<file path="config.mk">
export PLATFORM = sky130hd
export DESIGN_NAME = srld_decode
export DESIGN_NICKNAME = d
export VERILOG_FILES = /design/src/hdl/sprite_rle_line_decoder_unit_macros.svh /design/src/hdl/srld_pkg.sv /design/src/hdl/srld_decode.sv
export SDC_FILE = /design/constraint.sdc
export NUM_CORES = 1
export LEC_CHECK = 0
export ABC_AREA = 1
export BUFFER_PORTS_ARGS = -buffer_cell sky130_fd_sc_hd__buf_2
export CORE_UTILIZATION = 45
export DETAILED_ROUTE_END_ITERATION = 8
export GPL_ROUTABILITY_DRIVEN = 1
export PLACE_DENSITY = 0.69
export SLEW_MARGIN = 10
export SYNTH_ARGS = -nofsm -noshare
export SYNTH_HDL_FRONTEND = slang
export SYNTH_SLANG_ARGS = --single-unit
</file>
<file path="constraint.sdc">
create_clock -name i_clk -period 6 [get_ports i_clk]
set_input_delay 0.9 -clock i_clk [delete_from_list [all_inputs] [get_ports i_clk]]
set_output_delay 0.9 -clock i_clk [all_outputs]
set_load 0.03 [all_outputs]
</file>
<file path="src/hdl/sprite_rle_line_decoder_unit_macros.svh">
// assertion helpers for the sprite line decoder
`ifndef SPRITE_RLE_LINE_DECODER_UNIT_MACROS_SVH
`define SPRITE_RLE_LINE_DECODER_UNIT_MACROS_SVH

// same-cycle implication, ignored while in reset
`define SRLD_ASSERT_NOW(label, ante, cons, msg) \
    label: assert property (@(posedge i_clk) disable iff (!i_rst_n) (ante) |-> (cons)) \
        else $error(msg);

// next-cycle implication, ignored while in reset
`define SRLD_ASSERT_NEXT(label, ante, cons, msg) \
    label: assert property (@(posedge i_clk) disable iff (!i_rst_n) (ante) |=> (cons)) \
        else $error(msg);

`endif

</file>
<file path="src/hdl/srld_pkg.sv">
`timescale 1ns / 1ps

package srld_pkg;

    localparam int MAX_LINE_WIDTH  = 4096;
    localparam int PAL_ENTRIES     = 256;
    localparam int PAL_ADDR_W      = $clog2(PAL_ENTRIES);
    localparam int PIX_W           = 24;
    localparam int LEN_W           = 13;
    localparam int BYTE_W          = 8;
    localparam int BYTES_LEFT_W    = 9;
    localparam int QDEPTH          = 4;
    localparam int QPTR_W          = $clog2(QDEPTH);
    localparam int QCNT_W          = QPTR_W + 1;
    localparam int CFG_IDX_W       = 1;

    localparam logic [1:0] CMD_LOAD  = 2'd0;
    localparam logic [1:0] CMD_START = 2'd1;
    localparam logic [1:0] CMD_DATA  = 2'd2;

    localparam logic [1:0] ERR_OK    = 2'd0;
    localparam logic [1:0] ERR_WIDTH = 2'd1;
    localparam logic [1:0] ERR_BYTES = 2'd2;

    localparam logic [CFG_IDX_W-1:0] CFG_OUTPUT_MODE  = 1'd0;
    localparam logic [CFG_IDX_W-1:0] CFG_TRANS_COLOUR = 1'd1;

    localparam logic [LEN_W-1:0] MAX_WIDTH_L = LEN_W'(MAX_LINE_WIDTH);

    typedef enum logic [1:0] {
        PH_IDLE,
        PH_TRANS,
        PH_OLEN,
        PH_INDEX
    } t_phase;

    typedef struct packed {
        logic [1:0]        cmd;
        logic [BYTE_W-1:0] data_byte;
        logic [LEN_W-1:0]  line_width;
        logic [BYTE_W-1:0] pal_red;
        logic [BYTE_W-1:0] pal_green;
        logic [BYTE_W-1:0] pal_blue;
    } t_in_item;

    typedef struct packed {
        logic [LEN_W-1:0] run_length;
        logic             is_transparent;
        logic [PIX_W-1:0] pixel_value;
        logic [1:0]       error_code;
        logic             line_done;
    } t_out_item;

    // per-item result descriptor, palette data joins one stage later
    typedef struct packed {
        logic             vld;
        t_out_item        a;
        logic             a_use_pal;
        logic             two;
        t_out_item        b;
    } t_desc;

    typedef struct packed {
        logic                  p_vld;
        logic [QCNT_W-1:0]     count;
    } t_q_status;

endpackage

</file>
<file path="src/hdl/srld_decode.sv">
`timescale 1ns / 1ps

module srld_decode (
    input  logic                                i_clk,
    input  logic                                i_rst_n,
    input  logic                                i_accept,
    input  srld_pkg::t_in_item                  i_item,
    input  logic                                i_cfg_we,
    input  logic [srld_pkg::CFG_IDX_W-1:0]      i_cfg_idx,
    input  logic [srld_pkg::PIX_W-1:0]          i_cfg_wdata,
    output srld_pkg::t_desc                     o_desc,
    output logic                                o_pal_we,
    output logic [srld_pkg::PAL_ADDR_W-1:0]     o_pal_waddr,
    output logic [srld_pkg::PIX_W-1:0]          o_pal_wdata,
    output logic                                o_pal_re,
    output logic [srld_pkg::PAL_ADDR_W-1:0]     o_pal_raddr
);

    srld_pkg::t_phase                          r_phase, n_phase;
    logic [srld_pkg::BYTES_LEFT_W-1:0]         r_bytes_left, n_bytes_left;
    logic [srld_pkg::LEN_W-1:0]                r_width_left, n_width_left;
    logic [srld_pkg::BYTE_W-1:0]               r_opaque_left, n_opaque_left;
    logic                                      r_output_mode;
    logic [srld_pkg::PIX_W-1:0]                r_trans_colour;

    logic [srld_pkg::LEN_W-1:0]                w_sat;
    logic [srld_pkg::LEN_W-1:0]                b_len;
    logic [srld_pkg::BYTES_LEFT_W-1:0]         b_plus1;
    logic [srld_pkg::PIX_W-1:0]                trans_pix;
    logic                                      is_data;
    logic                                      width_over;
    logic                                      bytes_over;
    logic [srld_pkg::LEN_W-1:0]                nw;
    logic [srld_pkg::BYTES_LEFT_W-1:0]         nb_trans;
    logic [srld_pkg::BYTES_LEFT_W-1:0]         nb_olen;
    logic [srld_pkg::BYTE_W-1:0]               nop;

    assign w_sat      = (i_item.line_width > srld_pkg::MAX_WIDTH_L) ?
                        srld_pkg::MAX_WIDTH_L : i_item.line_width;
    assign b_len      = srld_pkg::LEN_W'(i_item.data_byte);
    assign b_plus1    = srld_pkg::BYTES_LEFT_W'(i_item.data_byte) + 1'b1;
    assign trans_pix  = r_output_mode ? '0 : r_trans_colour;
    assign is_data    = (i_item.cmd == srld_pkg::CMD_DATA) && (r_phase != srld_pkg::PH_IDLE);
    assign width_over = b_len > r_width_left;
    assign bytes_over = b_plus1 > r_bytes_left;
    assign nw         = r_width_left - b_len;
    assign nb_trans   = r_bytes_left - 1'b1;
    assign nb_olen    = r_bytes_left - b_plus1;
    assign nop        = (r_opaque_left != '0) ? r_opaque_left - 1'b1 : r_opaque_left;

    // result that may close the line, with a fill in colour mode
    function automatic srld_pkg::t_desc finish_line(
        input logic [srld_pkg::BYTES_LEFT_W-1:0] nb,
        input logic [srld_pkg::LEN_W-1:0]        wl,
        input srld_pkg::t_out_item               a,
        input logic                              use_pal,
        input logic                              mode,
        input logic [srld_pkg::PIX_W-1:0]        colour
    );
        srld_pkg::t_desc d;
        d           = '0;
        d.vld       = 1'b1;
        d.a         = a;
        d.a_use_pal = use_pal;
        if (nb == '0) begin
            if (!mode && wl != '0) begin
                d.two              = 1'b1;
                d.b.run_length     = wl;
                d.b.is_transparent = 1'b1;
                d.b.pixel_value    = colour;
                d.b.error_code     = srld_pkg::ERR_OK;
                d.b.line_done      = 1'b1;
            end else begin
                d.a.line_done = 1'b1;
            end
        end
        return d;
    endfunction

    // next state
    always_comb begin
        n_phase       = r_phase;
        n_bytes_left  = r_bytes_left;
        n_width_left  = r_width_left;
        n_opaque_left = r_opaque_left;
        if (i_item.cmd == srld_pkg::CMD_START) begin
            n_opaque_left = '0;
            if (i_item.data_byte == '0) begin
                n_phase      = srld_pkg::PH_IDLE;
                n_bytes_left = '0;
                n_width_left = '0;
            end else begin
                n_phase      = srld_pkg::PH_TRANS;
                n_bytes_left = srld_pkg::BYTES_LEFT_W'(i_item.data_byte);
                n_width_left = w_sat;
            end
        end else if (is_data) begin
            case (r_phase)
                srld_pkg::PH_TRANS: begin
                    if (width_over) begin
                        n_phase = srld_pkg::PH_IDLE;
                    end else begin
                        n_width_left = nw;
                        n_bytes_left = nb_trans;
                        n_phase      = (nb_trans == '0) ? srld_pkg::PH_IDLE : srld_pkg::PH_OLEN;
                    end
                end
                srld_pkg::PH_OLEN: begin
                    if (width_over || bytes_over) begin
                        n_phase = srld_pkg::PH_IDLE;
                    end else begin
                        n_width_left = nw;
                        n_bytes_left = nb_olen;
                        if (i_item.data_byte != '0) begin
                            n_opaque_left = i_item.data_byte;
                            n_phase       = srld_pkg::PH_INDEX;
                        end else if (nb_olen != '0) begin
                            n_phase = srld_pkg::PH_TRANS;
                        end else begin
                            n_phase = srld_pkg::PH_IDLE;
                        end
                    end
                end
                srld_pkg::PH_INDEX: begin
                    n_opaque_left = nop;
                    if (nop == '0) begin
                        n_phase = (r_bytes_left == '0) ? srld_pkg::PH_IDLE : srld_pkg::PH_TRANS;
                    end
                end
                default: begin
                    n_phase = r_phase;
                end
            endcase
        end
    end

    // result descriptor
    always_comb begin
        srld_pkg::t_out_item a;
        a                = '0;
        o_desc           = '0;
        if (i_item.cmd == srld_pkg::CMD_START) begin
            if (i_item.data_byte == '0) begin
                o_desc.vld                = 1'b1;
                o_desc.a.run_length       = w_sat;
                o_desc.a.is_transparent   = 1'b1;
                o_desc.a.pixel_value      = trans_pix;
                o_desc.a.line_done        = 1'b1;
            end
        end else if (is_data) begin
            case (r_phase)
                srld_pkg::PH_TRANS: begin
                    if (width_over) begin
                        o_desc.vld          = 1'b1;
                        o_desc.a.error_code = srld_pkg::ERR_WIDTH;
                        o_desc.a.line_done  = 1'b1;
                    end else begin
                        a.run_length     = b_len;
                        a.is_transparent = 1'b1;
                        a.pixel_value    = trans_pix;
                        o_desc = finish_line(nb_trans, nw, a, 1'b0, r_output_mode,
                                             r_trans_colour);
                    end
                end
                srld_pkg::PH_OLEN: begin
                    if (width_over || bytes_over) begin
                        o_desc.vld          = 1'b1;
                        o_desc.a.error_code = width_over ? srld_pkg::ERR_WIDTH :
                                                           srld_pkg::ERR_BYTES;
                        o_desc.a.line_done  = 1'b1;
                    end else if (i_item.data_byte == '0 && nb_olen == '0) begin
                        o_desc.vld              = 1'b1;
                        o_desc.a.run_length     = r_output_mode ? '0 : nw;
                        o_desc.a.is_transparent = 1'b1;
                        o_desc.a.pixel_value    = trans_pix;
                        o_desc.a.line_done      = 1'b1;
                    end
                end
                srld_pkg::PH_INDEX: begin
                    a.run_length  = srld_pkg::LEN_W'(1);
                    a.pixel_value = srld_pkg::PIX_W'(i_item.data_byte);
                    if (nop != '0) begin
                        o_desc.vld       = 1'b1;
                        o_desc.a         = a;
                        o_desc.a_use_pal = !r_output_mode;
                    end else begin
                        o_desc = finish_line(r_bytes_left, r_width_left, a, !r_output_mode,
                                             r_output_mode, r_trans_colour);
                    end
                end
                default: begin
                    o_desc = '0;
                end
            endcase
        end
    end

    assign o_pal_we    = i_accept && (i_item.cmd == srld_pkg::CMD_LOAD);
    assign o_pal_waddr = i_item.data_byte;
    assign o_pal_wdata = {i_item.pal_red[5:0], 2'b00,
                          i_item.pal_green[5:0], 2'b00,
                          i_item.pal_blue[5:0], 2'b00};
    assign o_pal_re    = i_accept && is_data && (r_phase == srld_pkg::PH_INDEX);
    assign o_pal_raddr = i_item.data_byte;

    always_ff @(posedge i_clk) begin
        if (!i_rst_n) begin
            r_phase        <= srld_pkg::PH_IDLE;
            r_bytes_left   <= '0;
            r_width_left   <= '0;
            r_opaque_left  <= '0;
            r_output_mode  <= 1'b0;
            r_trans_colour <= '0;
        end else begin
            if (i_accept) begin
                r_phase       <= n_phase;
                r_bytes_left  <= n_bytes_left;
                r_width_left  <= n_width_left;
                r_opaque_left <= n_opaque_left;
            end
            if (i_cfg_we) begin
                case (i_cfg_idx)
                    srld_pkg::CFG_OUTPUT_MODE:  r_output_mode  <= i_cfg_wdata[0];
                    srld_pkg::CFG_TRANS_COLOUR: r_trans_colour <= i_cfg_wdata;
                    default:                    r_output_mode  <= r_output_mode;
                endcase
            end
        end
    end

endmodule

</file>
Word level (Yosys, flattened, before mapping)
Index checks and enable logic that the tools add are counted.

word-level totals
  input port bits = 76
  memory bits (writable) = 0
  latch bits = 0
  ROM bits = 0
  register bits after elaboration = 57
  memories kept = 0
  logic and storage cells = 116
  output and inout bits = 127

operators by class
  multiplexer cells = 61
  eq/ne operators = 9
  div/mod/pow operators = 0
  reduce and logical (&&, ||, !) cells = 31
  add/subtract/negate cells = 5
  shift-type cells = 0
  multiply operators = 0
  bitwise gates (word level) = 1
  $lt $le $gt $ge = 3

operators with widths
  cell                                                   number
  2-to-1 mux 42 bit                                      6
  one-hot mux 42 bit (3 select lines)                    1
  2-to-1 mux 39 bit                                      3
  2-to-1 mux 13 bit                                      7
  one-hot mux 43 bit (2 select lines)                    1
  2-to-1 mux 85 bit                                      1
  2-to-1 mux 8 bit                                       6
  2-to-1 mux 43 bit                                      1
  2-to-1 mux 38 bit                                      1
  2-to-1 mux 9 bit                                       4
  2-to-1 mux 33 bit                                      1
  logical NOT 9 bit                                      3
  one-hot mux 13 bit (2 select lines)                    1
  nonzero test 13 bit                                    2
  2-to-1 mux 2 bit                                       12
  2-to-1 mux 24 bit                                      1
  nonzero test 8 bit                                     3
  one-hot mux 9 bit (2 select lines)                     1
  logical NOT 8 bit                                      2
  one-hot mux 8 bit (2 select lines)                     1
  greater-than comparator 13 bit, second input constant  1
  greater-than comparator 8 x 13 -> 1 bit                1
  subtractor 13 x 8 -> 13 bit                            1
  2-to-1 mux 1 bit                                       12
  other kinds (21)                                       37

Longest topological paths before layout
  depth in word-level cells = 9
  depth in mapped cells = 20
  depth with buffers taken out = 19

Worst setup path after synthesis
OpenSTA, ideal clock, no wires.

  path kind = input to output
  start point = input i_item[39] in the netlist's numbering
  end point = output o_desc[59] in the netlist's numbering
  required time = 5100 ps
  path slack = 1500 ps
  path buffers = 2
  stages on the path = 18
  arrival = 3600 ps
  cell sequence = clkbuf_1 nand2_1 inv_1 nand4_1 nor3_1 xor2_1 ha_1 a21oi_1 o21a_1 nand2_1 nand2_1 nand2_1 nor2_1 nand4_4 nand2_2 nand2_2 buf_2 a21oi_1

RTL lines
  item         RTL line           text
  from (decl)  srld_decode.sv:7   input srld_pkg::t_in_item i_item,
  to (decl)    srld_decode.sv:11  output srld_pkg::t_desc o_desc,

==> flow_summary.yaml <==
clock_tree:
  h-tree-depth: 3
  cts_tree: "built"
  hold_buffers: 0
  root_buffer: "clkbuf_16"
  cts.path.max_buffers: 2
  insertion_delay_ns: 0.34
  numCtsBuffers: 9
  clock-sinks: 57
  post_cts_buffers: 0
  cts_resized: 0
  clk_pin_slew_worst_paths_ns: 0.05
floorplanning:
  fp-row-count: 42
  core_sq_um: 13400
  fp.dieH_um: 120
  design.die.area_sq_um: 14400
  die_w_um: 120
  io_pins: 203
  start_util_pct: 46.8
sta:
  min_period_ns: 5.02
  post-route-period-util_pct: 83.7
  tns_ns: 0
  relSlewSlack_pct: 31.2
  drv_slew: 0
  hold_viol_final: 0
  worst_pin_slew_ns: 1.03
  max_freq_mhz: 199
  fin_skew_ns: 0.00781
  final.setup.worst_slack_ns: 0.979
  setup_viol: 0
  rsz0062_at_grt: "no"
critical_path:
  cp_data_arrival_time_ns: 4.12
  crit_path_cell_trace: "buf_2 -> nand2_1 -> inv_1 -> nand4_1 -> nor3_1 -> xor2_1 -> ha_1 -> inv_1 -> nor3_1 -> o21ai_0 -> nand4_1 -> nand2_1 -> inv_2 -> nand4_4 -> nand2_2 -> nand2_2 -> o21bai_1 -> buf_2"
  worstSetupStartpointType: "input pin"
  crit_slowest_cell: "ha_1"
  r2r_slack_ns: 2.99
  crit_path_max_fanout: 25
  required_ns: 5.10
  critPathMaxStageDelay_ns: 0.38
  reg2regPathDepth: 12
  critPathKind: "input pin to primary output"
  cp-end-kind: "primary output"
drt:
  drc: 0
  vias: 7062
  drtIter0Drc: 646
  drtPass1Iterations: 6
  wl_per_cell_um: 15.2
  routed_via_density: 5.27
  routed_wl_um: 20400
  ant_nets: 0
global_route:
  grt_max_degree: 58
  antenna_found_initial: 0
  grt_pass1_vias: 6337
  grt_first_pass_wirelength_um: 31900
  gr-total-overflow: 0
  grt_usage_pct: 28.4
placed_design:
  dp_hpwl_um: 15200
  place_congestion: 0.905
  io_buffer_count: 152
  place_ws_ns: 1.03
  dpl_cell_area_sq_um: 6790
logic_synthesis:
  synth_top_family_by_area: "simple AND/OR/NAND/NOR gates"
  syn_inst: 1072
  ys.flop_type: "dfxtp_1"
  synth_compound_area_share_pct: 16.6
  synth_xor_area_share_pct: 2.24
  synthMuxAreaShare_pct: 0
  postSynth.asyncResetShare_pct: 0
  syn_area_sq_um: 6270
  yosys.cell_types.count: 42
  post_synth_and_or_nand_nor_area_fraction_pct: 40.1
  synth_area_per_cell_sq_um: 5.85
  ys_seq_elements: 57
  synth_seq_area_share_pct: 18.2
  synthAdderAreaFrac_pct: 6.03
  yosysWarnings: 0
  synth_enable_flop_cells: 0
job:
  max-cap-violations: 0
power:
  power_leakage_nw: 3.73
  power.total_mw: 1.37
  peakVddDrop_v: 0.000148
  power_density_nw_per_um2: 194
hold_path:
  hold_path_class: "register to register"
  hold-path-cell-count: 2
finish:
  layout.nets: 1264
  design_area_sq_um: 7070
  n_antenna_cell: 0
  syn2layout_area_growth_pct: 12.9
  final_layout_size_suffix_gt1_share_pct: 18.5
  fill_cells: 1459
status:
  status: "completed"
final timing paths:
| path | startpoint | endpoint |
|---|---|---|
| setup / recovery | i_item[40] | o_desc[51] |
| setup reg to reg | r_width_left[3] | r_bytes_left[8] |
| hold reg to reg | r_trans_colour[1] | r_trans_colour[1] |
| hold / removal | r_trans_colour[1] | r_trans_colour[1] |
sequential cells by signal, indices dropped and copies added, names as in the netlist:
signal          count
r_trans_colour     24
r_width_left       13
r_bytes_left        9
r_opaque_left       8
r_phase             2
r_output_mode       1
power breakdown:
part / switching, mW / internal, mW / total (mW)
Combinational: 0.309 / 0.140 / 0.449
Clock: 0.186 / 0.318 / 0.504
Sequential: 0.0181 / 0.401 / 0.419
through the flow:
stage | instances | hold WS [ns] | util (%)
6_report | 1339 | 0.470 | 52.8
3_3_place_gp | 1324 | 0.460 | 50.7
4_1_cts | 1339 | 0.471 | 52.8
3_5_place_dp | 1324 | 0.464 | 50.7
2_1_floorplan | 1079 | 0.445 | -
5_1_grt | 1339 | 0.498 | 52.8
cells in the mapped netlist (3+ instances only):
master | count | share of area, %
nand2_1 | 286 | 17
inv_1 | 127 | 7.6
nor2_1 | 102 | 6.1
a21oi_1 | 83 | 6.6
nand3_1 | 81 | 6.5
o21ai_0 | 74 | 5.9
dfxtp_1 | 57 | 18
buf_4 | 44 | 5.3
clkbuf_1 | 35 | 2.1
nand4_1 | 29 | 2.9
ha_1 | 27 | 5.4
nor2_4 | 21 | 3.8
o22ai_1 | 15 | 1.5
xor2_1 | 12 | 1.7
buf_2 | 10 | 0.80
nor3_1 | 10 | 0.80
o21bai_1 | 8 | 0.96
nand2_2 | 4 | 0.40
xnor2_1 | 4 | 0.56
buf_1 | 3 | 0.18
inv_2 | 3 | 0.18
nand3_2 | 3 | 0.48
nand3b_1 | 3 | 0.36
nor2_2 | 3 | 0.30
o21a_1 | 3 | 0.36
o21ai_1 | 3 | 0.24
layout by cell type (no fill, tap or decap), types with 15 or more instances in the layout:
cell	count
nor2_4	21
nor2_1	102
nand4_1	29
ha_1	27
dfxtp_1	57
o21ai_0	74
nand3_1	81
inv_1	127
buf_2	152
nand2_1	286
o22ai_1	15
a21oi_1	83
routing by layer:
metal | vias up | share of wire [%] | global-route usage (%)
met2 | 304 | 44 | 44.3
met5 | - | 0 | 0
li1 | 3587 | - | -
met4 | 0 | 2.1 | 10.1
met1 | 3136 | 44 | 36.8
met3 | 35 | 10 | 8.56
final cells by class:
type / count / area [sq um] / area share [%]
Sequential cell: 57 / 1140 / 16.1
Timing Repair Buffer: 163 / 843 / 11.9
Tap cell: 176 / 220 / 3.11
Inverter: 131 / 492 / 6.95
Multi-Input combinational cell: 797 / 4100 / 57.9
Clock inverter: 3 / 42.5 / 0.602
Clock buffer: 12 / 236 / 3.34
critical path: cells and delay by family:
family                     cells  cell delay, ns
and+or+nand+nor                9            1.53
buffers and inverters          5            0.83
adders and majority gates      1            0.38
AOI/OAI and AO/OA              2            0.37
xor gates and xnor gates       1            0.10
logic make-up after synthesis:
group                    Yosys count
AND/OR/NAND/NOR                  550
AO/OA/AOI/OAI                    194
flip-flops                        57
XOR/XNOR                          16
other                              1
buffers and inverters            225
adder cells (fa/ha/maj)           29
No activity file was read; power rests on OpenSTA's default activity.
