File: config.mk
export PLATFORM = sky130hd
export DESIGN_NAME = srld_out_queue_flat
export DESIGN_NICKNAME = d
export VERILOG_FILES = /design/src/hdl/sprite_rle_line_decoder_unit_macros.svh /design/src/hdl/srld_pkg.sv /design/src/hdl/srld_out_if.sv /design/src/hdl/srld_out_queue.sv /design/src/flat_wrapper.sv
export SDC_FILE = /design/constraint.sdc
export NUM_CORES = 1
export LEC_CHECK = 0
export ABC_CLOCK_PERIOD_IN_PS = 3940
export BUFFER_PORTS_ARGS = -buffer_cell sky130_fd_sc_hd__buf_2
export CELL_PAD_IN_SITES_DETAIL_PLACEMENT = 0
export CELL_PAD_IN_SITES_GLOBAL_PLACEMENT = 1
export CORE_UTILIZATION = 44
export CTS_CLUSTER_SIZE = 40
export DETAILED_ROUTE_END_ITERATION = 10
export PLACE_DENSITY = 0.86
export SYNTH_ARGS = -nofsm -noshare
export SYNTH_HDL_FRONTEND = slang
export SYNTH_SLANG_ARGS = --single-unit
File: constraint.sdc
create_clock -name i_clk -period 3.94 [get_ports i_clk]
set_input_delay 0.197 -clock i_clk [delete_from_list [all_inputs] [get_ports i_clk]]
set_output_delay 0.197 -clock i_clk [all_outputs]
set_load 0.02 [all_outputs]
File: src/hdl/sprite_rle_line_decoder_unit_macros.svh
// assertion helpers for the sprite line decoder
`ifndef SPRITE_RLE_LINE_DECODER_UNIT_MACROS_SVH
`define SPRITE_RLE_LINE_DECODER_UNIT_MACROS_SVH

// same-cycle implication, ignored while in reset
`define SRLD_ASSERT_NOW(label, ante, cons, msg) \
    label: assert property (@(posedge i_clk) disable iff (!i_rst_n) (ante) |-> (cons)) \
        else $error(msg);

// next-cycle implication, ignored while in reset
`define SRLD_ASSERT_NEXT(label, ante, cons, msg) \
    label: assert property (@(posedge i_clk) disable iff (!i_rst_n) (ante) |=> (cons)) \
        else $error(msg);

`endif

File: src/hdl/srld_pkg.sv
`timescale 1ns / 1ps

package srld_pkg;

    localparam int MAX_LINE_WIDTH  = 4096;
    localparam int PAL_ENTRIES     = 256;
    localparam int PAL_ADDR_W      = $clog2(PAL_ENTRIES);
    localparam int PIX_W           = 24;
    localparam int LEN_W           = 13;
    localparam int BYTE_W          = 8;
    localparam int BYTES_LEFT_W    = 9;
    localparam int QDEPTH          = 4;
    localparam int QPTR_W          = $clog2(QDEPTH);
    localparam int QCNT_W          = QPTR_W + 1;
    localparam int CFG_IDX_W       = 1;

    localparam logic [1:0] CMD_LOAD  = 2'd0;
    localparam logic [1:0] CMD_START = 2'd1;
    localparam logic [1:0] CMD_DATA  = 2'd2;

    localparam logic [1:0] ERR_OK    = 2'd0;
    localparam logic [1:0] ERR_WIDTH = 2'd1;
    localparam logic [1:0] ERR_BYTES = 2'd2;

    localparam logic [CFG_IDX_W-1:0] CFG_OUTPUT_MODE  = 1'd0;
    localparam logic [CFG_IDX_W-1:0] CFG_TRANS_COLOUR = 1'd1;

    localparam logic [LEN_W-1:0] MAX_WIDTH_L = LEN_W'(MAX_LINE_WIDTH);

    typedef enum logic [1:0] {
        PH_IDLE,
        PH_TRANS,
        PH_OLEN,
        PH_INDEX
    } t_phase;

    typedef struct packed {
        logic [1:0]        cmd;
        logic [BYTE_W-1:0] data_byte;
        logic [LEN_W-1:0]  line_width;
        logic [BYTE_W-1:0] pal_red;
        logic [BYTE_W-1:0] pal_green;
        logic [BYTE_W-1:0] pal_blue;
    } t_in_item;

    typedef struct packed {
        logic [LEN_W-1:0] run_length;
        logic             is_transparent;
        logic [PIX_W-1:0] pixel_value;
        logic [1:0]       error_code;
        logic             line_done;
    } t_out_item;

    // per-item result descriptor, palette data joins one stage later
    typedef struct packed {
        logic             vld;
        t_out_item        a;
        logic             a_use_pal;
        logic             two;
        t_out_item        b;
    } t_desc;

    typedef struct packed {
        logic                  p_vld;
        logic [QCNT_W-1:0]     count;
    } t_q_status;

endpackage

File: src/hdl/srld_out_if.sv
`timescale 1ns / 1ps

interface srld_out_if;
    logic                valid;
    logic                ready;
    srld_pkg::t_out_item data;

    modport source (output valid, output data, input ready);
    modport sink (input valid, input data, output ready);
endinterface

File: src/hdl/srld_out_queue.sv
`timescale 1ns / 1ps

module srld_out_queue (
    input  logic                          i_clk,
    input  logic                          i_rst_n,
    input  logic                          i_accept,
    input  srld_pkg::t_desc               i_desc,
    input  logic [srld_pkg::PIX_W-1:0]    i_pal_rdata,
    output logic                          o_in_ready,
    output srld_pkg::t_q_status           o_status,
    srld_out_if.source                    o_out
);

    srld_pkg::t_desc                 r_p;
    logic                            r_p_vld;
    srld_pkg::t_out_item             r_fifo [srld_pkg::QDEPTH];
    logic [srld_pkg::QPTR_W-1:0]     r_wp, r_rp;
    logic [srld_pkg::QCNT_W-1:0]     r_count, n_count;
    logic                            adv;
    logic                            pop;
    logic [srld_pkg::QCNT_W-1:0]     push_n;
    srld_pkg::t_out_item             res_a;

    // stage drains only with room for a two-result item
    assign adv        = r_p_vld && (r_count <= srld_pkg::QCNT_W'(srld_pkg::QDEPTH - 2));
    assign o_in_ready = !r_p_vld || adv;
    assign pop        = o_out.valid && o_out.ready;
    assign push_n     = adv ? (r_p.two ? srld_pkg::QCNT_W'(2) : srld_pkg::QCNT_W'(1)) : '0;
    assign n_count    = r_count + push_n - srld_pkg::QCNT_W'(pop);

    always_comb begin
        res_a = r_p.a;
        if (r_p.a_use_pal) begin
            res_a.pixel_value = i_pal_rdata;
        end
    end

    assign o_out.valid = r_count != '0;
    assign o_out.data  = r_fifo[r_rp];

    assign o_status.p_vld = r_p_vld;
    assign o_status.count = r_count;

    always_ff @(posedge i_clk) begin
        if (!i_rst_n) begin
            r_p_vld <= 1'b0;
            r_wp    <= '0;
            r_rp    <= '0;
            r_count <= '0;
        end else begin
            if (i_accept) begin
                r_p_vld <= i_desc.vld;
            end else if (adv) begin
                r_p_vld <= 1'b0;
            end
            r_wp    <= r_wp + push_n[srld_pkg::QPTR_W-1:0];
            r_rp    <= r_rp + srld_pkg::QPTR_W'(pop);
            r_count <= n_count;
        end
    end

    always_ff @(posedge i_clk) begin
        if (i_accept) begin
            r_p <= i_desc;
        end
        if (adv) begin
            r_fifo[r_wp] <= res_a;
            if (r_p.two) begin
                r_fifo[r_wp + 1'b1] <= r_p.b;
            end
        end
    end

endmodule

File: src/flat_wrapper.sv
// flat-port wrapper written by rule: the top's interface ports become plain ports
module srld_out_queue_flat 
  (i_clk, i_rst_n, i_accept, i_desc, i_pal_rdata, o_in_ready, o_status, o_out_valid, o_out_data, o_out_ready);
  srld_out_if o_out_i ();
  input  logic i_clk;
  input  logic i_rst_n;
  input  logic i_accept;
  input  srld_pkg::t_desc i_desc;
  input  logic [srld_pkg::PIX_W-1:0] i_pal_rdata;
  output logic o_in_ready;
  output srld_pkg::t_q_status o_status;
  output wire logic [$bits(o_out_i.valid)-1:0] o_out_valid;
  output wire logic [$bits(o_out_i.data)-1:0] o_out_data;
  input wire logic [$bits(o_out_i.ready)-1:0] o_out_ready;
  assign o_out_valid = o_out_i.valid;
  assign o_out_data = o_out_i.data;
  assign o_out_i.ready = o_out_ready;
  srld_out_queue u_core (.i_clk(i_clk), .i_rst_n(i_rst_n), .i_accept(i_accept), .i_desc(i_desc), .i_pal_rdata(i_pal_rdata), .o_in_ready(o_in_ready), .o_status(o_status), .o_out(o_out_i));
endmodule
# Word-level counts from Yosys, hierarchy flattened

Memories as Yosys holds them, arrays and structs flattened. A register that Yosys moved wholly into a read port is not among the register bits.
Cells that the tools add are included.

Bits in registers: 92
Word-level logic and storage cells: 40
RAM bits: 164
Output and inout bits: 47
Memories: 1

Memory list:

| memory        | words | bits a word | rd ports | clocked after Yosys merged registers in | wr ports | line                 | RTL |
|---|---|---|---|---|---|---|---|
| u_core.r_fifo | 4     | 41          | 1        | 1                                       | 2        | srld_out_queue.sv:16 | `srld_pkg::t_out_item r_fifo [srld_pkg::QDEPTH];` |

Order comparisons: 1
Reduce and logical (&&, ||, !) cells: 6
Mux-type cells: 11
Add/subtract/negate cells: 5

Operators with widths:

| cell                | number |
|---|---|
| $mux 24             | 1 |
| $mux 1              | 7 |
| $mux 2              | 2 |
| $add 3x3->3         | 1 |
| $le 3x2->1 const B  | 1 |
| $mux 3              | 1 |
| $reduce_bool 3->1   | 1 |
| $sub 3x1->3         | 1 |
| $add 2x1->2         | 1 |
| $add 2x1->2 const B | 1 |
| $add 2x2->2         | 1 |
| $logic_and 1x1->1   | 2 |
| $reduce_bool 2->1   | 1 |
| $logic_not 1->1     | 1 |
| $logic_or 1x1->1    | 1 |

# Depth between registers and ports, before layout

Gate-level depths: netlist of run 1.

Depth after elaboration: 5
Depth in mapped cells: 10

# Least setup slack after synthesis of run 1

Ideal clock, no wire load.

Path type: reg2reg
Start point: register u_core.r_count[1] (netlist bit)
End point: memory u_core.r_fifo[3][0] (netlist bit), enable pin
Library setup time: 0.499 ns
Path buffers: 0
Setup slack: -0.448 ns
Period minus slack after synthesis: 4.388 ns
Data required time: 3.441 ns
Stages on the path, launching flop included: 4
Data arrival time: 3.889 ns
Cells stage by stage: dfxtp_1 -> a21oi_4 -> nand2_1 -> nor3b_1

RTL lines:

| element                | line                 | RTL |
|---|---|---|
| start, declared        | srld_out_queue.sv:18 | `logic [srld_pkg::QCNT_W-1:0] r_count, n_count;` |
| start signal, assigned | srld_out_queue.sv:58 | `r_count <= n_count;` |
| end, declared          | srld_out_queue.sv:16 |  |

==> metrics.md, run 1 <==
| Metric | Value |
|---|---|
| Outcome | `completed` |
| Leak | `4.984 nW` |
| Final period util | `0.6523` |
| Share of layout cells above drive strength 1 | `0.3838` |
| Setup CP Type | `flop to flop` |
| HPWL after DPL | `14950 µm` |
| Worst setup margin | `1.370 ns` |
| Worst Path Max Fanout | `18` |
| Multi-input gate area | `3432 µm²` |
| Post-route cell area | `14010 µm²` |
| Fin. Hold Viols | `0` |
| Die ar. | `25970 µm²` |
| Post-synthesis simple-gate area fraction | `0.01628` |
| Area contributors post-synth | `edfxtp_1 (67%), mux2_1 (12%), mux4_2 (8.3%), mux2_2 (6.6%), dfxtp_1 (1.4%)` |
| Post-Synthesis Cells | `565` |
| Main flop type after synthesis | `edfxtp_1` |
| Largest net degree at the start of global routing | `57` |
| #FFs+latches synth | `256` |
| Nets | `937` |
| RSZ-0062 raised after global routing | `no` |
| Post-synthesis mux area share | `0.2728` |
| Number of DRC violations after detailed routing | `0` |
| DRT Wirelength | `24410 µm` |
| Total Routing Usage GR | `0.1901` |
| Critical path capture point type | `flop` |
| Synth Area in Compound Gates | `0.002918` |
| Slew @ Worst Pin | `1.221 ns` |
| Post-CTS sizing | `0` |
| Hold buffer count at cts | `85` |
| Vias in the first global route | `6628` |
| Io pins | `160` |
| DR vias/cell | `5.317` |
| Post-route ant nets | `0` |
| Peak supply drop | `320.2 µV` |
| GPL Wtd Cong | `0.7350` |
| GRT overflow | `0` |
| Overall Power | `7.097 mW` |
| Fill cells | `1882` |
| Slowest stage delay, CP | `0.73 ns` |
| Initial antenna violation count | `0` |
| Cell Rows | `57` |
| Routed len/inst | `20.99 µm` |
| Post-synth ARST share | `0` |
| Clock Skew | `0.005651 ns` |
| Slew HR | `0.1860` |
| Max Cap Violations | `0` |
| Fin util | `0.5695` |
| Hold Path Class | `input port to flop` |
| H-Tree Depth | `1` |
| Crit-path cells | `a21oi_4 > nand4_1 > buf_4 > mux2_1` |
| Largest area contributor in the netlist | `edfxtp_1` |
| Clk pin slew, worst setup/hold paths | `0.06 ns` |
| Synth Area in Adders | `0.007408` |
| Fmax | `389.1 MHz` |
| CTS tree | `yes` |
| Die span in y | `161.2 µm` |
| Final std cells w/o fill | `1163` |
| Clk root buf | `clkbuf_16` |
| DP Worst Slack | `1.372 ns` |
| Initial DRC count | `360` |
| Syn_area_per_cell | `19.73 µm²` |
| Setup TNS | `0 ns` |
| Worst hold margin | `0.01831 ns` |
| Register area | `7612 µm²` |
| Sinks on Clock Net | `256` |
| Largest family of logic cells by synthesized area | `multiplexers` |
| Final setup viols | `0` |
| Clock buffer depth | `3` |
| Critical path launch point type | `flop` |
| Drt pass-1 iters | `4` |
| Post-Synth XOR/XNOR Area | `0.003143` |
| Setup Fix Bufs, Post-CTS | `0` |
| Critical-path top delay cell | `nand4_1` |
| Syn-to-layout area delta | `25.72%` |
| Mapped Area | `11150 µm²` |
| Post-synth EDFFs | `248` |
| Period minus WS final | `2.570 ns` |
| Inserted Diodes | `0` |
| Synth Net Count | `684` |
| Placeable core area | `24600 µm²` |
| Yosys warnings | `0` |
| Starting Density | `0.4530` |
| Port bufs | `159` |
| Global-route wire length before repair | `37530 µm` |
| Vias | `6184` |
| Slew Limit Fails | `0` |
| Die W | `161.2 µm` |
| Synth top area share | `0.6681` |
| Post-Place Cells | `1027` |
| Pwr dens | `506.5 nW/µm²` |
| Placed inst area | `12350 µm²` |
| CP required | `4.21 ns` |
| WP data arrival | `2.84 ns` |
| Yosys cell types | `30` |
| Clock Latency Late Sink | `0.53 ns` |
| Seq/Total Area, Yosys | `0.6825` |
| CTS buffer count | `28` |
## registers in the layout, summed over array words and instances (netlist names)
name,cells
u_core.r_count,3
u_core.r_fifo,164
u_core.r_p,84
u_core.r_p_vld,1
u_core.r_rp,2
u_core.r_wp,2
## cells in the final DEF, fill, tap and decap left out, types with 4 or more instances in the layout
| cell type | Yosys | layout |
|---|---|---|
| edfxtp_1 | 248 | 248 |
| buf_2 | 23 | 158 |
| mux2_1 | 123 | 123 |
| dlygate4sd3_1 | 0 | 85 |
| mux2_2 | 65 | 65 |
| mux4_2 | 41 | 41 |
| clkbuf_16 | 0 | 29 |
| buf_4 | 1 | 12 |
| clkinv_1 | 0 | 8 |
| clkbuf_1 | 8 | 7 |
| clkinv_2 | 0 | 7 |
| and2_1 | 6 | 6 |
| dfxtp_1 | 8 | 6 |
| ha_1 | 5 | 5 |
| nor2_1 | 6 | 4 |
| inv_1 | 4 | 4 |
## synth_stat cells (2+ instances only)
master / count
and2_1: 6
ha_1: 5
nand4_1: 2
nand2b_1: 2
buf_2: 23
nand4_2: 2
dfxtp_1: 8
inv_1: 4
nand3_1: 3
xor2_1: 3
edfxtp_1: 248
mux4_2: 41
mux2_2: 65
clkbuf_1: 8
mux2_1: 123
nor2b_1: 3
nor2_1: 6
## layer usage
| metal | vias up | routed length [µm] | share of wire | global-route usage |
|---|---|---|---|---|
| met5 | - | 0 | 0 | 0 |
| met4 | 0 | 531 | 0.022 | 0.05146 |
| met3 | 40 | 1226 | 0.050 | 0.02825 |
| met2 | 167 | 12520 | 0.51 | 0.3380 |
| met1 | 3180 | 10120 | 0.41 | 0.2424 |
| li1 | 2797 | - | - | - |
## layout make-up
class | count | share of cell area
clock buffers | 36 | 0.05366
clock inverters | 15 | 0.004643
inverters | 4 | 0.001071
multi-input cells | 273 | 0.2449
flip-flops and latches | 256 | 0.5432
well taps | 324 | 0.02893
repair buffers | 255 | 0.1236
## cell families after synthesis
group / Yosys count
mux: 229
buf+inv: 36
flops: 256
compound gates: 4
simple gates: 30
fa+ha+maj: 6
xor+xnor: 4
## worst max-delay path, delay by kind of cell (launching register included)
| family | cells | cell delay (ns) |
|---|---|---|
| mux | 1 | 0.35 |
| flops | 1 | 0.35 |
| compound gates | 1 | 0.35 |
| buf+inv | 1 | 0.51 |
| simple gates | 1 | 0.73 |
## power by group
group	leakage (nW)	total [mW]	internal [mW]	switching, mW
Clock	0.406	2.33	1.33	1.00
Combinational	2.21	1.33	0.674	0.656
Sequential	2.37	3.43	3.19	0.245
## worst paths after layout
kind                                              startpoint                              to  slack (ns)  cells after the start
worst max-delay path            u_core.r_count[1]$_SDFF_PN0_   u_core.r_fifo[1][4]$_DFFE_PP_        1.37                      4
worst min-delay path                                 i_rst_n     u_core.r_p_vld$_SDFFE_PN0P_        0.02                      3
worst max register to register  u_core.r_count[1]$_SDFF_PN0_   u_core.r_fifo[1][4]$_DFFE_PP_        1.37                      4
worst min register to register      u_core.r_p[38]$_DFFE_PP_  u_core.r_fifo[1][38]$_DFFE_PP_        0.60                      1
(Power assumes the default switching activity.)
==> inputs of run 2 (changes only) <==
Settings changed: ABC_AREA set to 1, ABC_CLOCK_PERIOD_IN_PS 3940 to 2300, CORE_UTILIZATION 44 to 40.
Clock period 3.94 ns to 2.3 ns, I/O delays scaled along.
==> run 2 against run 1 <==
Flip-flop and latch count did not move. Combinational power rose by 140%. Global-route usage is 1.7 points higher. Core utilization shrank 4.7 points. Register-to-register slack got worse by 1.1 ns. Synthesized area is 3.7% higher. Clock power up 120%.
==> metrics.md, run 2 <==
| Metric | Value |
|---|---|
| Outcome | `completed` |
| Drt pass-1 iters | `5 (+1)` |
| GRT overflow | `0 (unchanged)` |
| Global-route wire length before repair | `46850 µm (+25%)` |
| Slew Limit Fails | `0 (unchanged)` |
| GRT met1 Usage | `0.2531 (+0.01065)` |
| Mapped Area | `11560 µm² (+3.7%)` |
| H-Tree Depth | `1 (unchanged)` |
| Post-synth EDFFs | `248 (unchanged)` |
| Final period util | `0.9618` |
| WP data arrival | `2.10 ns (-0.74 ns)` |
| Critical path launch point type | `flop` |
| Cell Rows | `61 (+7.0%)` |
| Initial DRC count | `652 (+81%)` |
| Max Cap Violations | `0 (unchanged)` |
| Main flop type after synthesis | `edfxtp_1` |
| CP required | `2.18 ns (-2.03 ns)` |
| Largest regs | `u_core.r_fifo (164), u_core.r_p (84), u_core.r_count (3)` |
| Max reg flops | `164 (unchanged)` |
| GR met2 Demand/Resource | `0.3773 (+0.03931)` |
| Fmax | `452.1 MHz` |
| Worst Path Max Fanout | `26 (+8)` |
| Setup TNS | `0 ns (unchanged)` |
| Gr busiest metal | `met2` |
| Sinks on Clock Net | `256 (unchanged)` |
| Yosys cell types | `24 (-20%)` |
| Fin. Hold Viols | `0 (unchanged)` |
| Port bufs | `159 (unchanged)` |
| Peak supply drop | `597.2 µV (+86%)` |
| Clk root buf | `clkbuf_16` |
| Reg2reg path depth | `10 (+6)` |
| Register area | `7615 µm² (about the same)` |
| Largest net degree at the start of global routing | `47 (-18%)` |
| Most common cell after layout, fill and taps aside | `nand2_1` |
| Setup CP Type | `flop to primary output` |
| RSZ-0062 raised after global routing | `no` |
| Multi-input gate area | `3418 µm² (-0.40%)` |
| Yosys warnings | `0 (unchanged)` |
| Die ar. | `29580 µm² (+14%)` |
| DR vias/cell | `4.899 (-7.9%)` |
| Critical path capture point type | `primary output` |
| #FFs+latches synth | `256 (unchanged)` |
| Clock Latency Late Sink | `0.54 ns (about the same)` |
| Hold Path Class | `input port to flop` |
| Clock Skew | `0.01100 ns (+0.005353 ns)` |
| Die W | `172.0 µm (+6.7%)` |
| DP Worst Slack | `0.3240 ns (-1.048 ns)` |
| Synth top area share | `0.6444 (-0.02372)` |
| Io pins | `160 (unchanged)` |
| Final setup viols | `0 (unchanged)` |
| Inserted Diodes | `0 (unchanged)` |
| Largest area contributor in the netlist | `edfxtp_1` |
| CTS tree | `yes` |
| Vias in the first global route | `8746 (+32%)` |
| Grt met3 use | `0.02609 (-0.002156)` |
| HPWL after DPL | `17800 µm (+19%)` |
| Post-synth ARST share | `0 (unchanged)` |
| Most frequent cells in the layout | `nand2_1 (530), edfxtp_1 (248), buf_2 (158)` |
| Syn_area_per_cell | `9.963 µm² (-49%)` |
| Seq/Total Area, Yosys | `0.6582 (-0.02423)` |
| Synth Net Count | `1279 (+87%)` |
| Worst setup margin | `0.08792 ns (-1.282 ns)` |
| Area contributors post-synth | `edfxtp_1 (64%), nand2_1 (17%), o21ai_0 (4.8%), nor2_1 (3.0%), o22ai_1 (2.2%)` |
| Vias | `8833 (+43%)` |
| Fill cells | `2464 (+31%)` |
| Clock buffer depth | `3 (unchanged)` |
| GPL Wtd Cong | `0.7720 (+5.0%)` |
| Period minus WS final | `2.212 ns` |
| Placeable core area | `28090 µm² (+14%)` |
| Post-Synthesis Cells | `1160 (+110%)` |
| Total Routing Usage GR | `0.2067 (+0.01663)` |
| Nets | `1522 (+62%)` |
| Top-count cell post-synth | `nand2_1` |
| Die span in y | `172.0 µm (+6.7%)` |
| Top reg by flops | `u_core.r_fifo` |
| Slew HR | `0.5140 (+0.3280)` |
| Slew @ Worst Pin | `0.7262 ns (-0.4947 ns)` |
| Routed len/inst | `16.72 µm (-20%)` |
| Hold Path Stages | `1 (-2)` |
| DRT Wirelength | `30150 µm (+24%)` |
| Number of DRC violations after detailed routing | `0 (unchanged)` |
| Share of layout cells above drive strength 1 | `0.1768 (-0.2069)` |
| Clk pin slew, worst setup/hold paths | `0.06 ns (about the same)` |
| Post-route ant nets | `0 (unchanged)` |
| Initial antenna violation count | `0 (unchanged)` |
| Synth cell count leaders | `nand2_1 (530), edfxtp_1 (248), o21ai_0 (111)` |
| CTS buffer count | `29 (+3.6%)` |
| Starting Density | `0.4115 (-0.04155)` |
| Leak | `6.196 nW (+24%)` |
| Syn-to-layout area delta | `27.02%` |
| Pwr dens | `956.8 nW/µm² (+89%)` |
-- run 2: changes by cell type after synthesis, sizes merged, moves of 3 or more --
cell	change
o21ai	+110
buf	+11
and2	-6
o22ai	+41
clkbuf	+20
mux4	-41
nand4	-3
nor2	+89
mux2	-188
inv	+41
nand2	+533
nor2b	-3
-- run 2: through the flow --
step	utilization	total power, mW	instances	cell area [µm²]	hold slack (ns)
after global placement	0.4543	8.937	1664	12760	0.2910
after detailed placement	0.4543	9.010	1664	12760	0.2931
after global routing	0.5227	14.69	1803	14680	0.06435
final	0.5227	14.05	1803	14680	0.04883
after CTS	0.5223	14.16	1803	14670	0.05029
after floorplan	-	7.780	1160	11560	0.2085
-- run 2: power breakdown --
group,internal [mW],switching (mW)
Combinational,1.07,2.13
Sequential,5.55,0.266
Clock,3.20,1.83
-- run 2: cell type report --
| cell class | instances | area share |
|---|---|---|
| Clock buffer | 34 | 0.05071 |
| Clock inverter | 19 | 0.02063 |
| Inverter | 45 | 0.01151 |
| Multi-Input combinational cell | 796 | 0.2328 |
| Sequential cell | 256 | 0.5187 |
| Tap cell | 378 | 0.03222 |
| Timing Repair Buffer | 275 | 0.1334 |
-- run 2: path summary, 6_finish.rpt --
path	startpoint	to	slack, ns
hold reg to reg	u_core.r_p[7]$_DFFE_PP_	u_core.r_fifo[0][7]$_DFFE_PP_	0.60
setup reg to reg	u_core.r_count[2]$_SDFF_PN0_	u_core.r_count[2]$_SDFF_PN0_	0.29
hold / removal	i_accept	u_core.r_p[64]$_DFFE_PP_	0.05
setup / recovery	u_core.r_rp[0]$_SDFF_PN0_	o_out_data[6]	0.09
-- run 2: logic make-up (layout without fill, tap and decap cells) --
kind of cell / after synthesis / after routing / synth area share
AOI/OAI and AO/OA: 156 / 156 / 0.07243
xor gates and xnor gates: 3 / 3 / 0.002274
DFF: 256 / 256 / 0.6582
buffers and inverters: 108 / 373 / 0.04991
adders and majority gates: 6 / 6 / 0.007145
and+or+nand+nor: 631 / 631 / 0.2100
-- run 2: metal layers --
| layer | wire (µm) | vias up |
|---|---|---|
| met5 | 0 | - |
| met4 | 704 | 0 |
| met2 | 15360 | 307 |
| met3 | 1813 | 49 |
| met1 | 12270 | 4121 |
| li1 | - | 4356 |
-- run 2: critical path, cell delays in order, from the launching register on --
cell and delay [ns]:
dfxtp_4 0.54, buf_4 0.33, o21ai_0 0.14, o22ai_1 0.31, buf_2 0.24
-- run 2: timing repair --
item                                   4_1_cts  5_1_grt
endpoints found under the hold margin       91        0
resized for setup                            1        3
buffers inserted                             0        0
hold buffers                                86        0
setup endpoints to repair                    9        8
gates cloned                                 0        0
==> inputs of run 3 (changes only) <==
Settings changed: ABC_CLOCK_PERIOD_IN_PS 2300 to 2050, CORE_UTILIZATION 40 to 45, PLACE_DENSITY 0.86 to 0.91.
Clock period 2.3 ns to 2.05 ns, I/O delays scaled along.
==> run 3 against run 2 <==
Clock-buffer cell count is 2 lower. Non-clock buffer count is 12 higher. Hold slack better by 0.0014 ns. Combinational power increased by 20%. Clock skew up 0.019 ns. Register-to-register slack worse by 0.18 ns. Critical path depth is 1 higher. Critical endpoint is now o_out_data[0]. Worst setup slack worse by 0.0044 ns. Wire length is 5.2% higher. Cell count down 1.9%. First-iteration DRC count up 15%. Flip-flop and latch count stayed put. Largest cell class unchanged. Highest routed layer unchanged.
==> metrics.md, run 3 (synthesis results as in run 2) <==
| Metric | Value |
|---|---|
| Clock Skew | `0.03032 ns (+0.01931 ns)` |
| Fmax | `508.5 MHz` |
| DP Worst Slack | `-0.1106 ns (-0.4347 ns)` |
| Sequential Power Share | `0.410 (-0.004)` |
| Die ar. | `26330 µm² (-11%)` |
| Cell Rows | `58 (-4.9%)` |
| Post-Place Cells | `1628 (-2.2%)` |
| Max reg flops | `164 (unchanged)` |
| Clock buffer depth | `3 (unchanged)` |
| Syn-to-layout area delta | `27.84%` |
| Die W | `162.3 µm (-5.7%)` |
| Setup Fix Bufs, Post-CTS | `0 (unchanged)` |
| CTS tree | `yes` |
| Post-route ant nets | `0 (unchanged)` |
| Port bufs | `159 (unchanged)` |
| Clock Latency Late Sink | `0.56 ns (+0.02 ns)` |
| Number of DRC violations after detailed routing | `0 (unchanged)` |
| Slew HR | `0.2457 (-0.2683)` |
| Drt pass-1 iters | `5 (unchanged)` |
| Fin. Hold Viols | `0 (unchanged)` |
| Largest net degree at the start of global routing | `53 (+13%)` |
| RSZ-0062 raised after global routing | `no` |
| Inserted Diodes | `0 (unchanged)` |
| Vias in the first global route | `8946 (+2.3%)` |
| Nets | `1537 (+0.99%)` |
| Die span in y | `162.3 µm (-5.7%)` |
| Sw Share | `0.3091 (+0.008434)` |
| Placeable core area | `25180 µm² (-10%)` |
| GRT overflow | `0 (unchanged)` |
| Final setup viols | `0 (unchanged)` |
| Critical path capture point type | `primary output` |
| Setup CP Type | `flop to primary output` |
| Largest regs | `u_core.r_fifo (164), u_core.r_p (84), u_core.r_count (3)` |
| Leak | `6.253 nW (+0.92%)` |
| Slew @ Worst Pin | `1.130 ns (+0.4040 ns)` |
| Outcome | `completed` |
| Starting Density | `0.4590 (+0.04747)` |
| Worst Path Max Fanout | `26 (unchanged)` |
| CTS buffer count | `29 (unchanged)` |
| WP data arrival | `1.86 ns (-0.24 ns)` |
| Sw Pwr | `4.857 mW (+15%)` |
| DRT Wirelength | `31710 µm (+5.2%)` |
| Logic pwr share | `0.244 (+0.016)` |
| Slew Limit Fails | `0 (unchanged)` |
| Final period util | `0.9593` |
| Max Cap Violations | `0 (unchanged)` |
| Internal power | `10.86 mW (+11%)` |
| CP required | `1.95 ns (-0.23 ns)` |
| Worst setup margin | `0.08350 ns (-0.004416 ns)` |
| Setup TNS | `0 ns (unchanged)` |
| Clock share of power | `0.345 (-0.013)` |
| Most frequent cells in the layout | `nand2_1 (530), edfxtp_1 (248), buf_2 (158)` |
| Routed len/inst | `17.92 µm (+7.2%)` |
| Overall Power | `15.71 mW (+12%)` |
| Top reg by flops | `u_core.r_fifo` |
| Global-route wire length before repair | `47440 µm (+1.3%)` |
| Sinks on Clock Net | `256 (unchanged)` |
| Hold Path Class | `input port to flop` |
| H-Tree Depth | `1 (unchanged)` |
| Share of layout cells above drive strength 1 | `0.1876 (+0.01079)` |
| Initial antenna violation count | `0 (unchanged)` |
| Final std cells w/o fill | `1769 (-1.9%)` |
| Clk root buf | `clkbuf_16` |
| Period minus WS final | `1.967 ns` |
| Initial DRC count | `749 (+15%)` |
| Peak supply drop | `727.2 µV (+22%)` |
| Critical path launch point type | `flop` |
| Clk pin slew, worst setup/hold paths | `0.06 ns (about the same)` |
| Io pins | `160 (unchanged)` |
| Fill cells | `2022 (-18%)` |
| Total Routing Usage GR | `0.2371 (+0.03039)` |
| DR vias/cell | `5.209 (+6.3%)` |
| HPWL after DPL | `18160 µm (+2.0%)` |
| Most common cell after layout, fill and taps aside | `nand2_1` |
| Vias | `9214 (+4.3%)` |
| Pwr dens | `1063 nW/µm² (+11%)` |
| GPL Wtd Cong | `0.7628 (-1.2%)` |
run 3: cell count changes in the layout (fill, tap and decap cells not counted), moves of 2 or more:
cell       before  now
bufinv_16       8    6
nor2_4          4    6
o22ai_1        41   37
o22ai_2         0    4
clkbuf_1        5    3
buf_12          5   10
inv_2           4    2
clkinv_1        4    7
buf_4          23   31
run 3: path summary, 6_finish.rpt:
kind / startpoint / end / slack (ns) / cells after the start
setup / recovery: u_core.r_rp[1]$_SDFF_PN0_ / o_out_data[0] / 0.08 / 5
hold / removal: i_pal_rdata[2] / u_core.r_fifo[2][5]$_DFFE_PP_ / 0.05 / 5
setup reg to reg: u_core.r_count[1]$_SDFF_PN0_ / u_core.r_fifo[0][27]$_DFFE_PP_ / 0.11 / 5
hold reg to reg: u_core.r_p[38]$_DFFE_PP_ / u_core.r_fifo[2][38]$_DFFE_PP_ / 0.60 / 2
run 3: worst max-delay path, cell delays in order, from the launching register on:
cell and delay (ns):
dfxtp_2 0.34, clkinv_1 0.05, buf_4 0.30, o21ai_0 0.15
o22ai_1 0.23, buf_2 0.22
run 3: power by group through the flow:
stage	logic, mW	clock network [mW]	registers [mW]
2_1_floorplan	2.21	0	6.52
3_3_place_gp	3.54	0	6.53
3_5_place_dp	3.60	0	6.54
4_1_cts	3.81	5.47	6.44
5_1_grt	4.17	5.65	6.48
6_report	3.84	5.42	6.45
run 3: layout make-up:
type,count,area [µm²],area share
clock inverters,20,259.0,0.01753
inverters,45,171.4,0.01160
multi-input cells,799,3476,0.2352
well taps,330,412.9,0.02794
repair buffers,287,2107,0.1426
clock buffers,32,737.0,0.04988
flip-flops and latches,256,7612,0.5152
run 3: routing by layer:
metal,track usage,vias to the layer above,share of wire
met1,0.2775,4342,0.38
met4,0.08662,0,0.033
met3,0.02937,80,0.070
met2,0.4417,406,0.52
li1,-,4386,-
met5,0,-,0
run 3: repair_timing:
action | 4_1_cts | 5_1_grt
resized for setup | 10 | 6
hold buffers | 86 | 0
cloned | 2 | 1
pin swaps | 2 | 1
endpoints found under the setup margin | 98 | 24
hold endpoints to repair | 91 | 0
run 3: metrics by stage:
| stage | area (µm²) | utilization | hold WS, ns |
|---|---|---|---|
| 5_1_grt | 14780 | 0.5868 | 0.06170 |
| 4_1_cts | 14750 | 0.5858 | 0.03424 |
| 3_5_place_dp | 12840 | 0.5098 | 0.2806 |
| 3_3_place_gp | 12840 | 0.5098 | 0.2787 |
| 2_1_floorplan | 11570 | - | 0.1960 |
| 6_report | 14780 | 0.5868 | 0.05024 |
